==> src/hw/rtl/fts_pkg.sv <==
package fts_pkg;

    localparam int REQ_BITS = 2;
    localparam logic [REQ_BITS-1:0] REQ_UPDATE = 2'd0;
    localparam logic [REQ_BITS-1:0] REQ_QUERY  = 2'd1;
    localparam logic [REQ_BITS-1:0] REQ_INIT   = 2'd2;

    localparam int CFG_IDX_BITS = 3;
    localparam logic [CFG_IDX_BITS-1:0] CFG_NOMINAL_PERIOD = 3'd0;
    localparam logic [CFG_IDX_BITS-1:0] CFG_RESYNC_WINDOW  = 3'd1;
    localparam logic [CFG_IDX_BITS-1:0] CFG_MAX_ADJUST     = 3'd2;
    localparam logic [CFG_IDX_BITS-1:0] CFG_MAX_FRAME_GAP  = 3'd3;
    localparam logic [CFG_IDX_BITS-1:0] CFG_PERIOD_GAIN    = 3'd4;
    localparam logic [CFG_IDX_BITS-1:0] CFG_OFFSET_GAIN    = 3'd5;

    localparam int GAIN_BITS = 17;
    localparam int NOM_BITS  = 30;
    localparam int OUT_PER_BITS = 46;
    localparam int OUT_TIME_BITS = 48;
    localparam int IN_FRAME_BITS = 32;

    typedef enum logic [3:0] {
        ST_IDLE,
        ST_DECODE,
        ST_DIV,
        ST_ERR,
        ST_MUL,
        ST_MUL_WAIT,
        ST_PRED,
        ST_ADJ,
        ST_GAIN,
        ST_GAIN_WAIT,
        ST_APPLY,
        ST_OUT
    } fts_state_t;

    typedef struct packed {
        logic load;
        logic div_start;
        logic mul_start;
        logic err_step;
        logic pred_step;
        logic adj_step;
        logic gain_start;
        logic apply_step;
        logic init_step;
        logic out_load;
    } fts_cmd_t;

    typedef struct packed {
        logic is_update;
        logic is_query;
        logic is_init;
        logic div_done;
        logic mul_done;
        logic gain_done;
        logic resync;
    } fts_status_t;

endpackage

==> src/hw/rtl/fts_ctrl.sv <==
module fts_ctrl
    import fts_pkg::*;
(
    input  logic        clk,
    input  logic        rst_n,
    input  logic        in_valid,
    output logic        in_ready,
    input  logic        out_slot_free,
    input  fts_status_t status,
    output fts_cmd_t    cmd
);

    fts_state_t state_reg, state_next;

    always_ff @(posedge clk or negedge rst_n)
    begin
        if (!rst_n)
        begin
            state_reg <= ST_IDLE;
        end
        else
        begin
            state_reg <= state_next;
        end
    end

    always_comb
    begin
        state_next = state_reg;
        case (state_reg)
            ST_IDLE:      if (in_valid) state_next = ST_DECODE;
            ST_DECODE:
            begin
                if (status.is_update)     state_next = ST_DIV;
                else if (status.is_query) state_next = ST_MUL;
                else                      state_next = ST_OUT;
            end
            ST_DIV:       if (status.div_done) state_next = ST_MUL;
            ST_MUL:       state_next = ST_MUL_WAIT;
            ST_MUL_WAIT:
            begin
                if (status.mul_done)
                    state_next = status.is_update ? ST_PRED : ST_OUT;
            end
            ST_PRED:      state_next = ST_ERR;
            ST_ERR:       state_next = status.resync ? ST_OUT : ST_ADJ;
            ST_ADJ:       state_next = ST_GAIN;
            ST_GAIN:      state_next = ST_GAIN_WAIT;
            ST_GAIN_WAIT: if (status.gain_done) state_next = ST_APPLY;
            ST_APPLY:     state_next = ST_OUT;
            ST_OUT:       if (out_slot_free) state_next = ST_IDLE;
            default:      state_next = ST_IDLE;
        endcase
    end

    always_comb
    begin
        cmd = '0;
        in_ready = 1'b0;
        case (state_reg)
            ST_IDLE:
            begin
                in_ready = 1'b1;
                cmd.load = in_valid;
            end
            ST_DECODE:
            begin
                cmd.div_start = status.is_update;
                cmd.init_step = status.is_init;
            end
            ST_MUL:       cmd.mul_start = 1'b1;
            ST_PRED:      cmd.pred_step = 1'b1;
            ST_ERR:       cmd.err_step = 1'b1;
            ST_ADJ:       cmd.adj_step = 1'b1;
            ST_GAIN:      cmd.gain_start = 1'b1;
            ST_APPLY:     cmd.apply_step = 1'b1;
            ST_OUT:       cmd.out_load = out_slot_free;
            default:      cmd = '0;
        endcase
    end

    a_ready_idle: assert property (@(posedge clk) disable iff (!rst_n)
        in_ready |-> state_reg == ST_IDLE)
        else $error("ready outside idle");
    a_load_decode: assert property (@(posedge clk) disable iff (!rst_n)
        cmd.load |=> state_reg == ST_DECODE)
        else $error("load not followed by decode");
    a_out_idle: assert property (@(posedge clk) disable iff (!rst_n)
        cmd.out_load |=> state_reg == ST_IDLE)
        else $error("result not followed by idle");

endmodule

==> config.mk <==
export PLATFORM = sky130hd
export DESIGN_NAME = fts_ctrl
export DESIGN_NICKNAME = d
export VERILOG_FILES = /design/src/hw/rtl/fts_pkg.sv /design/src/hw/rtl/fts_ctrl.sv
export SDC_FILE = /design/constraint.sdc
export NUM_CORES = 1
export LEC_CHECK = 0
export ABC_CLOCK_PERIOD_IN_PS = 3900
export BUFFER_PORTS_ARGS = -buffer_cell sky130_fd_sc_hd__buf_2
export CAP_MARGIN = 20
export CORE_AREA = 5 5 42 44
export CTS_BUF_LIST = sky130_fd_sc_hd__clkbuf_2 sky130_fd_sc_hd__clkbuf_4 sky130_fd_sc_hd__clkbuf_8
export DETAILED_ROUTE_END_ITERATION = 10
export DIE_AREA = 0 0 47 49
export GPL_TIMING_DRIVEN = 0
export PLACE_DENSITY = 0.73
export SETUP_SLACK_MARGIN = 0.15
export SYNTH_ARGS = -nofsm -noshare
export SYNTH_HDL_FRONTEND = slang
export SYNTH_SLANG_ARGS = --single-unit
==> constraint.sdc <==
create_clock -name clk -period 3.9 [get_ports clk]
set_input_delay 0 -clock clk [delete_from_list [all_inputs] [get_ports clk]]
set_output_delay 0 -clock clk [all_outputs]
set_load 0.01 [all_outputs]
# --- Word-level counts from Yosys, hierarchy flattened ---
# Cells that the tools add are included.
op_classes:
  reduce_logical: 2
  n_eq_ne: 16
  mux: 21
op_table:
  columns: ["operator", "count"]
  rows:
  - ["one-hot mux 4 bit (12 select lines)", 1]
  - ["two-way mux 4 bit", 9]
  - ["equality test 4 x 3 -> 1 bit, second input constant", 4]
  - ["equality test 4 bit, second input constant", 4]
  - ["two-way mux 1 bit", 11]
  - ["inequality test 2 bit, second input constant", 5]
  - ["equality test 4 x 2 -> 1 bit, second input constant", 2]
  - ["AND reduction 5 bit", 1]
  - ["equality test 4 x 1 -> 1 bit, second input constant", 1]
  - ["logical NOT 4 bit", 1]
totals:
  input_bits: 11
  reg_bits: 4
  wordCells: 40

# --- Depth between registers and ports, before layout ---
depth:
  word_depth: 3
  ltp_mapped: 6

# --- Worst setup path after synthesis ---
# Ideal clock, no wire load.
synth_timing:
  kind: "register to register"
  startpoint: "reg state_reg[1]"
  endpoint: "reg state_reg[1]"
  n_path_buf: 1
  arrival_ns: 1.644
  stages_incl_launch_ff: 6
  setup_time_ns: 0.125
  path_slack_ns: 2.131
  cell_sequence: "dfrtp_1 > buf_2 > nor4_1 > nor2b_1 > a311oi_2 > mux2_4"
synth_via:
  elab_chain_cells: 3
  word_cells_on_any_way: 19
  classes_between: "eq/ne: 16; mux: 1; reduce/logical: 2"
synth_lines:
  columns: ["element", "line_no", "source"]
  rows:
  - ["start: declaration", "fts_ctrl.sv:13", "fts_state_t state_reg, state_next;"]
  - ["start signal: assignment", "fts_ctrl.sv:23", "state_reg <= state_next;"]
  - ["equality test 4 x 2 -> 1 bit, or another cell as far along", "fts_ctrl.sv:30", "case (state_reg)"]
  - ["inequality test 2 bit (no line)", null, null]
  - ["AND reduction 5 bit (no line)", null, null]
# Parallel ways exist; a longest one is shown, timed or not.
# A chain may end at the register's enable or synchronous reset.

# --- Worst setup path in the final report ---
layout_timing:
  startpoint: "reg state_reg[0]"
  endpoint: "reg state_reg[1]"
# Same word-level chain as after synthesis.

==> metrics.md <==
| Metric | Value |
|---|---|
| Max FFs per register | `4` |
| Worst Max-Slew Pin Slew | `just under 0.4 ns` |
| Max Slew Vio Count | `0` |
| Wire per inst | `roughly 12 microns` |
| Synth top area cells | `dfrtp_1 21%, nor2_1 8.0%, nand2b_1 5.3%, nor2b_1 5.3%, a21oi_1 4.3%` |
| Root Buffer | `clkbuf_4` |
| Initial antenna violation count | `0` |
| Die area | `2300 sq um` |
| Iter 0 DRT Violations | `5` |
| Area post-placement | `593 sq um` |
| Post-synth EDFFs | `0` |
| Peak VDD IR | `0.320 mV` |
| Uppermost layer routed | `met4` |
| RSZ-0062 raised after global routing | `no` |
| Post-synth ARST share | `between 90% and 100%` |
| Post-synth net total | `73` |
| GPL Wtd Cong | `0.826` |
| Final ANT Viol Nets | `0` |
| Share of the synthesized area in the top cell type | `21.4%` |
| Yosys warns | `0` |
| Post-Route WL | `1.25 mm` |
| Storage cell area | `100 sq um` |
| Sink Count | `4` |
| MaxCap Viol Count | `0` |
| Crit Path Class | `register to register` |
| Remaining Overflow, GRT | `0` |
| Worst-path clk slew | `0.04 ns` |
| CTS resizes | `0` |
| Crit. End Element | `register` |
| Area Growth Syn to Fin | `33.7%` |
| Syn Inst Count | `62` |
| Nets@finish | `100` |
| Sequential cell area fraction in the yosys report | `between 20% and 30%` |
| # H-tree levels | `1` |
| TritonCTS clock tree | `yes` |
| Row count | `14` |
| Netlist Area Pre-Place | `468 sq um` |
| Max FO, Critical Path | `9` |
| IO Pins | `22` |
| Core Area | `around 1400 sq um` |
| Final setup violation count | `0` |
| Fmax | `577 MHz` |
| Average size of a mapped cell | `7.55 sq um` |
| Total track usage | `12.2%` |
| Reg2reg start | `state_reg[0]` |
| CP startpoint kind | `register` |
| Finished Cell Area | `626 sq um` |
| # DRC | `0` |
| Vias | `537` |
| Area leader, netlist | `dfrtp_1` |
| Footprint of the multi-input gates | `~330 sq um` |
| Vias in the first global route | `515` |
| Met2 WL | `597 microns` |
| First-pass GRT wire length | `2.10 mm` |
| Number of buffers added on ports | `21` |
| Starting Density | `33.4%` |
| R2r endpoint | `state_reg[1]` |
| Outcome | `completed` |
| Reg2reg path depth | `5` |
| Minimum clock period | `1.73 ns` |
| P_leak | `0.307 nW` |
| WL met1 | `552 microns` |
| Hold crit path type | `input port to asynchronous set/reset pin` |
| Worst EP required | `4.01 ns` |
| Final worst slack | `2.17 ns` |
| Reg2reg setup slack | `2.17 ns` |
| Share of cells above drive strength 1 | `37.9%` |
| Post-synth top flop | `dfrtp_1` |
| Die Height | `about 49 microns` |
| Metal3 WL | `80 microns` |
| Largest net degree at the start of global routing | `11` |
| Vias per cell | `5.21` |
| Synth Register Bits | `4` |
| Clock Skew | `~0.0013 ns` |
| CTS Buf Count | `3` |
| Rel. slew slack | `73.0%` |
| Overall power | `0.473 mW` |
| Clock Latency Late Sink | `0.23 ns` |
| Post-DP HPWL | `976 microns` |
| PwrDens | `between 700 and 800 nW/um^2` |
| Fin crit share | `between 40% and 50%` |
| Post-Place Worst Slack | `2.17 ns` |
| Antenna cells | `0` |
| Setup TNS | `0 ns` |
| Data arrival, critical path | `approximately 1.9 ns` |
| FILL cells | `146` |
| Final hold viol count | `0` |
| Die Width | `47 microns` |
| First-pass DRT Iterations | `4` |
| Top-count cell post-synth | `nor2_1` |
| Synth cell types | `30` |
| CTS Buffer Depth | `2` |
[logic make-up (layout without fill, tap and decap cells)]
kind of cell,Yosys count,count (layout),share of synthesized area (%)
flops,4,4,21.4
mux,3,3,8.29
simple gates,35,35,41.2
buf+inv,6,31,7.22
compound gates,14,14,21.9
[layout make-up]
| cell class | instances | area share [%] |
|---|---|---|
| multi-input cells | 52 | 53.4 |
| plain buffers | 6 | 5.40 |
| clock buffers | 3 | 3.60 |
| repair buffers | 22 | 18.4 |
| flip-flops and latches | 4 | 16.0 |
| well taps | 16 | 3.20 |
[through the flow]
step / utilization (%) / cells / hold slack, ns
global placement: 42.3 / 99 / -0.194
floorplan: - / 62 / -0.296
finish: 44.6 / 103 / 0.0959
detailed placement: 42.3 / 99 / -0.194
CTS: 44.6 / 103 / 0.0929
global route: 44.6 / 103 / 0.116
[worst max-delay path, stage by stage, from the launching register on]
cell      delay (ns)
dfrtp_1         0.37
buf_6           0.14
or4b_4          0.51
a21oi_2         0.18
a311oi_2        0.09
mux2_4          0.33
[worst max path at each step]
stage | start | endpoint | slack, ns | depth (start not counted)
2_1_floorplan | state_reg[1] | state_reg[1] | 2.13 | 5
3_3_place_gp | state_reg[0] | state_reg[1] | 2.19 | 5
3_5_place_dp | state_reg[0] | state_reg[1] | 2.17 | 5
4_1_cts | state_reg[0] | state_reg[1] | 2.16 | 5
5_1_grt | state_reg[1] | state_reg[1] | 2.05 | 5
6_report | state_reg[0] | state_reg[1] | 2.17 | 5
[cell usage in the layout, fill, tap and decap left out, drive strengths merged]
master	Yosys	routed
a2111oi	1	1
a211oi	1	1
a21boi	1	1
a21oi	5	5
a311oi	1	1
and2	2	2
and2b	1	1
and3	3	3
buf	4	25
clkbuf	2	5
dfrtp	4	4
dlygate4sd3	0	1
mux2	1	1
mux2i	2	2
nand2	4	4
nand2b	4	4
nand3	1	1
nand4bb	1	1
nor2	10	10
nor2b	4	4
nor3	3	3
nor4	1	1
o21a	1	1
o21ai	2	2
o311ai	1	1
o41ai	1	1
or4b	1	1
[metal layers]
| metal | up-vias | GRT usage, % |
|---|---|---|
| met5 | - | 0 |
| met4 | 0 | 6.91 |
| met1 | 245 | 15.6 |
| met2 | 20 | 19.2 |
| met3 | 2 | 0.738 |
| li1 | 270 | - |
[where the power goes]
part	internal [mW]	switching, mW	total (mW)
combinational	0.155	0.194	0.349
sequential	0.0628	0.0104	0.0732
clock	0.0344	0.0167	0.0511
total	0.252	0.221	0.473
[timing repair]
action                                 in CTS  in global routing
endpoints found under the hold margin       4                  0
setup buffers                               0                  0
hold buffers                                1                  0
Note: power is estimated with default switching activity, not from simulation.
